$ cat src/sv/lirs_div.sv
`default_nettype none
// floor(a * dt / span), dt < span; each bit of a, MSB first, takes a doubling phase and an add phase
module lirs_div #(
  parameter int unsigned A_W = 33,
  parameter int unsigned T_W = 48
) (
  input  wire logic           clk,
  input  wire logic           rst_n,
  input  wire logic           start,
  input  wire logic [A_W-1:0] a,
  input  wire logic [T_W-1:0] dt,
  input  wire logic [T_W-1:0] span,
  output logic                done,
  output logic      [A_W-1:0] q
);

  localparam int unsigned CNT_W = $clog2(A_W + 1);

  logic             run_r, run_nxt;
  logic             phase_r, phase_nxt;
  logic             done_r, done_nxt;
  logic [CNT_W-1:0] cnt_r, cnt_nxt;
  logic [A_W-1:0]   a_r, a_nxt;
  logic [A_W-1:0]   q_r, q_nxt;
  logic [T_W-1:0]   r_r, r_nxt;
  logic [T_W-1:0]   dt_r, dt_nxt;
  logic [T_W-1:0]   span_r, span_nxt;
  logic [T_W:0]     sum;
  logic [T_W-1:0]   addend;
  logic             wrap;

  // (r + x) mod span, flagging the wrap
  always_comb begin
    addend = phase_r ? dt_r : r_r;
    sum    = {1'b0, r_r} + {1'b0, addend};
    wrap   = (sum >= {1'b0, span_r});
    if (wrap) begin
      sum = sum - {1'b0, span_r};
    end
  end

  always_comb begin
    run_nxt   = run_r;
    phase_nxt = phase_r;
    done_nxt  = 1'b0;
    cnt_nxt   = cnt_r;
    a_nxt     = a_r;
    q_nxt     = q_r;
    r_nxt     = r_r;
    dt_nxt    = dt_r;
    span_nxt  = span_r;
    if (!run_r) begin
      if (start) begin
        run_nxt   = 1'b1;
        phase_nxt = 1'b0;
        cnt_nxt   = CNT_W'(A_W);
        a_nxt     = a;
        q_nxt     = '0;
        r_nxt     = '0;
        dt_nxt    = dt;
        span_nxt  = span;
      end
    end else if (!phase_r) begin
      r_nxt     = sum[T_W-1:0];
      q_nxt     = {q_r[A_W-2:0], wrap};
      phase_nxt = 1'b1;
    end else begin
      if (a_r[A_W-1]) begin
        r_nxt = sum[T_W-1:0];
        q_nxt = q_r + A_W'(wrap);
      end
      a_nxt     = {a_r[A_W-2:0], 1'b0};
      phase_nxt = 1'b0;
      cnt_nxt   = cnt_r - CNT_W'(1);
      if (cnt_r == CNT_W'(1)) begin
        run_nxt  = 1'b0;
        done_nxt = 1'b1;
      end
    end
  end

  always_ff @(posedge clk) begin
    if (!rst_n) begin
      run_r   <= 1'b0;
      phase_r <= 1'b0;
      done_r  <= 1'b0;
      cnt_r   <= '0;
    end else begin
      run_r   <= run_nxt;
      phase_r <= phase_nxt;
      done_r  <= done_nxt;
      cnt_r   <= cnt_nxt;
    end
    a_r    <= a_nxt;
    q_r    <= q_nxt;
    r_r    <= r_nxt;
    dt_r   <= dt_nxt;
    span_r <= span_nxt;
  end

  assign done = done_r;
  assign q    = q_r;

endmodule
`default_nettype wire

$ cat config.mk
export PLATFORM = sky130hd
export DESIGN_NAME = lirs_div
export DESIGN_NICKNAME = d
export VERILOG_FILES = /design/src/sv/lirs_div.sv
export SDC_FILE = /design/constraint.sdc
export NUM_CORES = 1
export LEC_CHECK = 0
export ABC_AREA = 1
export BUFFER_PORTS_ARGS = -buffer_cell sky130_fd_sc_hd__buf_4
export CAP_MARGIN = 0
export CORE_MARGIN = 3
export CORE_UTILIZATION = 35
export CTS_CLUSTER_DIAMETER = 60
export DETAILED_ROUTE_END_ITERATION = 8
export PLACE_DENSITY_LB_ADDON = 0.12
export REMOVE_ABC_BUFFERS = 1
export SYNTH_ARGS = -nofsm -noshare
export SYNTH_HDL_FRONTEND = slang
export SYNTH_SLANG_ARGS = --single-unit
$ cat constraint.sdc
create_clock -name clk -period 5.5 [get_ports clk]
set_input_delay 1.375 -clock clk [delete_from_list [all_inputs] [get_ports clk]]
set_output_delay 1.375 -clock clk [all_outputs]
set_load 0.05 [all_outputs]
==> results.py, run 1 <==
metrics = {
    "clock_tree": {
        "root_buffer": "clkbuf_16",
        "clk_pin_slew_ns": 0.06,
        "numClockSinks": 219,
        "clockBufferDepth": 3,
        "tritoncts.num_buffers": 30,
        "cts_tree": "built",
        "h-tree-depth": 1,
        "clkLatencyLatePin_ns": 0.59,
    },
    "worst_setup_path": {
        "worstSetupEndpointType": "flip-flop",
        "crit_type": "flip-flop to flip-flop",
        "cp_common_cell": "nand2_2",
        "crit_path_start_kind": "flip-flop",
        "worstPathRequired_ns": 5.81,
        "cp.arrival_ns": 5.60,
        "crit_fanout": 6,
        "cp_slowest_cell": "dfxtp_4",
        "timing.reg2reg.worst_path_depth": 39,
        "cp_slowest_stage_delay_ns": 0.43,
    },
    "sta": {
        "rsz0062_at_grt": "true",
        "whs_ns": 0.497,
        "period_share_pct": 96.1,
        "layout_setup_ws_ns": 0.214,
        "timing.final.hold_violations": 0,
        "setup_viol_count_final": 0,
        "fin_worst_skew_ns": 0.0276,
        "fin_crit_ns": 5.29,
        "final-max-slew-violation-count": 0,
        "fmax_mhz": 189,
        "slew_headroom_pct": 43.1,
        "max_slew.worst_pin.slew_ns": 0.852,
    },
    "min_path": {
        "hold_path.class": "flip-flop to flip-flop",
        "whs_path_depth": 1,
    },
    "yosys": {
        "yosysSeqAreaShare_pct": 34.8,
        "postSynthAreaPerCell_um2": 6.55,
        "synth_seq_cells": 219,
        "synthCells": 2844,
        "synth_warnings": 0,
        "ys_types": 49,
        "synth_edf_count": 210,
        "async_flop_share_pct": 0,
        "netlist_area_um2": 18600,
        "ys.flop_type": "edfxtp_1",
    },
    "detailed_routing": {
        "ant_nets": 0,
        "via_count": 19400,
        "wl_per_cell_um": 17.0,
        "drt_iter0_drc": 1382,
        "wirelength_mm": 69.6,
        "first_pass_iters": 5,
        "viasPerCell": 4.73,
        "drcViolationCount": 0,
    },
    "status": {
        "status": "finished clean",
    },
    "job": {
        "drv_cap": 0,
    },
    "floorplanning": {
        "die_x_um": 237,
        "io_pins": 166,
        "rows": 83,
        "dieArea_um2": 56000,
        "core-area_um2": 52000,
        "die_h_um": 237,
        "initial_core_util_pct": 35.8,
    },
    "global_routing": {
        "grt_max_degree": 69,
        "grt_pass1_vias": 18700,
        "antenna_found_initial": 1,
        "grt_pass1_wl_mm": 104,
        "grtUsageTotal_pct": 23.7,
        "overflow": 0,
    },
    "placed_design": {
        "place_congestion": 0.994,
        "dp.cells": 4012,
        "dpl_worst_slack_ns": -0.673,
        "place_hpwl_mm": 56.2,
        "portBuffers": 165,
        "post_dp_cell_area_um2": 23300,
    },
    "cells_and_area": {
        "drive_above_1_share_pct": 29.3,
        "fin_cells": 4103,
        "antenna_cells": 0,
        "stdcell_area_um2": 26300,
        "final_nets": 3633,
        "nFillCells": 5257,
        "area_growth_syn_to_layout_pct": 41.2,
    },
}
## cells in the mapped netlist (all sizes together), types with 3 or more instances
library cell	number	area (µm²)
xor2	36	315
o22ai	12	75.1
nor2	244	977
o21ai	44	220
nand2	1178	4490
dfxtp	9	180
o211ai	3	22.5
nor4	3	18.8
ha	100	1250
buf	22	201
nand4	52	332
o21bai	10	75.1
edfxtp	210	6310
inv	572	2150
or2	3	18.8
a31oi	3	18.8
nor3	44	252
nand3	119	686
xnor2	19	166
nand3b	5	37.5
clkbuf	23	86.3
a21oi	117	616
## area by class of cell
class	count	area [µm²]	area share [%]
flip-flops and latches	219	6490	24.7
inverters	573	2170	8.23
repair buffers	568	4480	17.0
clock buffers	44	875	3.32
well taps	680	851	3.23
clock inverters	12	136	0.518
multi-input cells	2007	11300	43.0
## per-layer routing
metal | vias up | global-route usage [%] | share of wire, %
met5 | - | 0 | 0
met3 | 119 | 2.28 | 4.8
li1 | 9932 | - | -
met1 | 8890 | 33.1 | 46
met2 | 481 | 37.6 | 44
met4 | 0 | 10.1 | 4.8
## flip-flops by register name (all words and copies together) (netlist names), 6 cells and up
| name | flops |
|---|---|
| r_r | 48 |
| cnt_r | 6 |
| a_r | 33 |
| q | 33 |
| span_r | 48 |
| dt_r | 48 |
## final timing paths
kind	startpoint	endpoint	slack, ns
worst max-delay path	phase_r$_SDFFE_PN0P_	q[24]$_SDFFCE_PN0P_	0.21
worst min-delay path	cnt_r[2]$_SDFFE_PN0P_	cnt_r[2]$_SDFFE_PN0P_	0.50
worst max register to register	phase_r$_SDFFE_PN0P_	q[24]$_SDFFCE_PN0P_	0.21
worst min register to register	cnt_r[2]$_SDFFE_PN0P_	cnt_r[2]$_SDFFE_PN0P_	0.50
## layout by cell type, fill, tap and decap left out, types with 49 or more instances in the layout
cell type and count:
ha_1 49, nand2_2 116, nand4_1 51, inv_1 536
buf_4 548, nor2_1 177, nand2_1 1039, a21oi_1 85
edfxtp_1 210, nand3_1 95
## kinds of logic (layout without fill, tap and decap cells)
kind of cell / after synthesis / count (layout) / synth area share (%)
AOI/OAI and AO/OA: 198 / 198 / 5.91
xor gates and xnor gates: 55 / 55 / 2.59
adders and majority gates: 102 / 102 / 6.93
buffers and inverters: 618 / 1197 / 13.1
DFF: 219 / 219 / 34.8
and+or+nand+nor: 1652 / 1652 / 36.7
## per-stage QoR
step                      utilization [%]  setup TNS (ns)
final                                50.6               0
after CTS                            47.9               0
after global placement               44.7          -10.11
after floorplan                         -          -40.22
after detailed placement             44.7           -8.83
after global routing                 50.6          -0.356
## repair_timing
item,in CTS,in global routing
pin swaps,18,65
cloned,2,1
endpoints found under the setup margin,27,25
resized for setup,117,280
hold buffers,0,0
setup buffers,6,26
## critical path, delay by kind of cell, from the launching register on
kind | cells | cell delay, ns
buf+inv | 10 | 1.11
fa+ha+maj | 4 | 0.83
flops | 1 | 0.43
xor+xnor | 1 | 0.16
compound gates | 3 | 0.36
simple gates | 21 | 2.09
Power of run 1 is not shown: default switching activity piles up to over one toggle a cycle in this logic, so the estimate is an artifact.
==> inputs of run 2 (changes only) <==
ABC_AREA = unset   (was 1)
==> run 2 against run 1 <==
Compared with the run above: the run now ends with setup timing left; fmax shrank 24%; clock-buffer cell count shrank 11; cell count shrank 37%; routed wire length shrank 34%; setup slack lost 1.7 ns; sequential cell count is the same; largest cell class unchanged; highest routed layer unchanged.
==> results.py, run 2 <==
metrics = {
    "status": {
        "status": "complete, but fails checks",
        "violations": "setup timing",
    },
    "yosys": {
        "ys_types": 82,
        "synthTopCellsByArea": "edfxtp_1 42%, ha_1 8.3%, mux2_2 6.0%",
        "synth_seq_cells": 219,
        "synth_top_cell_by_area": "edfxtp_1",
        "postSynthAreaPerCell_um2": 10.3,
        "synth_top_area_share_pct": 41.8,
        "netlist_area_um2": 15100,
        "async_flop_share_pct": 0,
        "synthCells": 1470,
        "synth_most_common_cell": "edfxtp_1",
        "yosys-top-cells-count": "210 x edfxtp_1, 127 x a21oi_1, 119 x nor2_1",
        "ys.flop_type": "edfxtp_1",
        "synth_warnings": 0,
        "yosysSeqAreaShare_pct": 43.0,
        "synth_edf_count": 210,
    },
    "global_routing": {
        "overflow": 0,
        "grt_pass1_vias": 13300,
        "grt_pass1_wl_mm": 71.1,
        "grtUsageTotal_pct": 19.6,
        "antenna_found_initial": 0,
        "grt_max_degree": 59,
    },
    "floorplanning": {
        "io_pins": 166,
        "rows": 75,
        "die_h_um": 214,
        "core-area_um2": 42200,
        "initial_core_util_pct": 35.7,
        "die_x_um": 214,
        "dieArea_um2": 45600,
    },
    "sta": {
        "slew_headroom_pct": 30.4,
        "fin_crit_ns": 6.94,
        "layout_setup_ws_ns": -1.44,
        "period_share_pct": 126,
        "max_slew.worst_pin.slew_ns": 1.04,
        "fmax_mhz": 144,
        "rsz0062_at_grt": "true",
        "fin_worst_skew_ns": 0.0105,
        "timing.final.hold_violations": 0,
        "final-max-slew-violation-count": 0,
        "setup_viol_count_final": 80,
        "finalSetupTns_ns": -45.75,
    },
    "detailed_routing": {
        "viasPerCell": 5.13,
        "drcViolationCount": 0,
        "drt_iter0_drc": 905,
        "ant_nets": 0,
        "wirelength_mm": 46.0,
        "via_count": 13300,
        "first_pass_iters": 5,
        "wl_per_cell_um": 17.8,
    },
    "worst_setup_path": {
        "worstPathRequired_ns": 5.79,
        "crit_fanout": 6,
        "crit_type": "flip-flop to flip-flop",
        "cp_slowest_cell": "or3b_4",
        "crit_path_start_kind": "flip-flop",
        "cp_slowest_stage_delay_ns": 0.44,
        "cp.arrival_ns": 7.23,
        "worstSetupEndpointType": "flip-flop",
        "worst-path-buf-inv": 6,
        "crit_family": "simple AND/OR/NAND/NOR gates",
    },
    "clock_tree": {
        "clk_pin_slew_ns": 0.06,
        "h-tree-depth": 1,
        "holdBufCountCts": 0,
        "cts_tree": "built",
        "numClockSinks": 219,
        "clkLatencyLatePin_ns": 0.56,
        "clockBufferDepth": 3,
        "tritoncts.num_buffers": 28,
        "root_buffer": "clkbuf_16",
    },
    "cells_and_area": {
        "largestRegisters": "dt_r x48, r_r x48, span_r x48",
        "area_growth_syn_to_layout_pct": 44.9,
        "drive_above_1_share_pct": 41.4,
        "antenna_cells": 0,
        "final_nets": 2262,
        "final_common_cell": "buf_4",
        "nFillCells": 3903,
        "final_cell_mix": "568 x buf_4, 210 x edfxtp_1, 112 x nor2_1",
        "fin_cells": 2586,
    },
    "min_path": {
        "hold_path.class": "flip-flop to flip-flop",
    },
    "placed_design": {
        "dpl_worst_slack_ns": -1.75,
        "place_congestion": 0.893,
        "place_hpwl_mm": 34.4,
        "dp.cells": 2495,
        "portBuffers": 165,
    },
    "job": {
        "drv_cap": 0,
    },
}
[run 2: changes by cell type after synthesis, sizes merged, moves of 28 or more]
cell / previous run / this run
xnor2: 19 / 64
nor2: 244 / 119
mux2i: 0 / 37
nor3: 44 / 16
a21o: 2 / 52
mux2: 0 / 80
nand3: 119 / 37
inv: 572 / 90
nand2: 1178 / 102
[run 2: through the flow]
step           util [%]  hold slack, ns  instance area (µm²)
2_1_floorplan         -           0.452                14800
3_3_place_gp       46.4           0.466                19600
3_5_place_dp       46.4           0.477                19600
4_1_cts            50.3           0.487                21200
5_1_grt            51.7           0.506                21900
6_report           51.7           0.487                21900
[run 2: worst paths after layout]
| check | start | end | slack (ns) | cells past startpoint |
|---|---|---|---|---|
| max | phase_r$_SDFFE_PN0P_ | q[26]$_SDFFCE_PN0P_ | -1.44 | 33 |
| min | cnt_r[4]$_SDFFE_PN0P_ | cnt_r[4]$_SDFFE_PN0P_ | 0.49 | 2 |
| max reg2reg | phase_r$_SDFFE_PN0P_ | q[26]$_SDFFCE_PN0P_ | -1.44 | 33 |
| min reg2reg | cnt_r[4]$_SDFFE_PN0P_ | cnt_r[4]$_SDFFE_PN0P_ | 0.49 | 2 |
[run 2: worst min-delay path: stages (launching register included)]
cell and delay [ns]:
dfxtp_1 0.32, nand3_1 0.07, a21oi_1 0.05
[run 2: layout make-up]
class                      instances  area (µm²)  area share, %
sequential                       219        6490           29.7
tap                              539         674           3.09
clock buffer                      33         719           3.29
timing repair buffer             589        4640           21.3
inverter                          90         343           1.57
multi-input combinational       1100        8820           40.4
clock inverter                    16         156          0.716
[run 2: routing by layer]
layer,global-route usage (%),share of wire [%],vias up
met1,27.7,47,6312
met3,2.30,4.0,46
met4,3.62,1.6,0
li1,-,-,6639
met2,32.9,47,266
met5,0,0,-
[run 2: kinds of logic (layout without fill, tap and decap cells)]
logic type | after synthesis | in the layout | synth area share (%)
and+or+nand+nor | 370 | 370 | 11.6
buffers and inverters | 151 | 728 | 4.22
xor gates and xnor gates | 93 | 93 | 5.45
muxes | 117 | 117 | 8.43
DFF | 219 | 219 | 43.0
AOI/OAI and AO/OA | 418 | 418 | 18.8
adders and majority gates | 102 | 102 | 8.56
[run 2: timing repair]
item / 4_1_cts / 5_1_grt
resized for setup: 88 / 88
pin swaps: 46 / 68
endpoints found under the setup margin: 81 / 81
cloned: 4 / 1
setup buffers: 23 / 16
Power of run 2 is left out for the same reason.
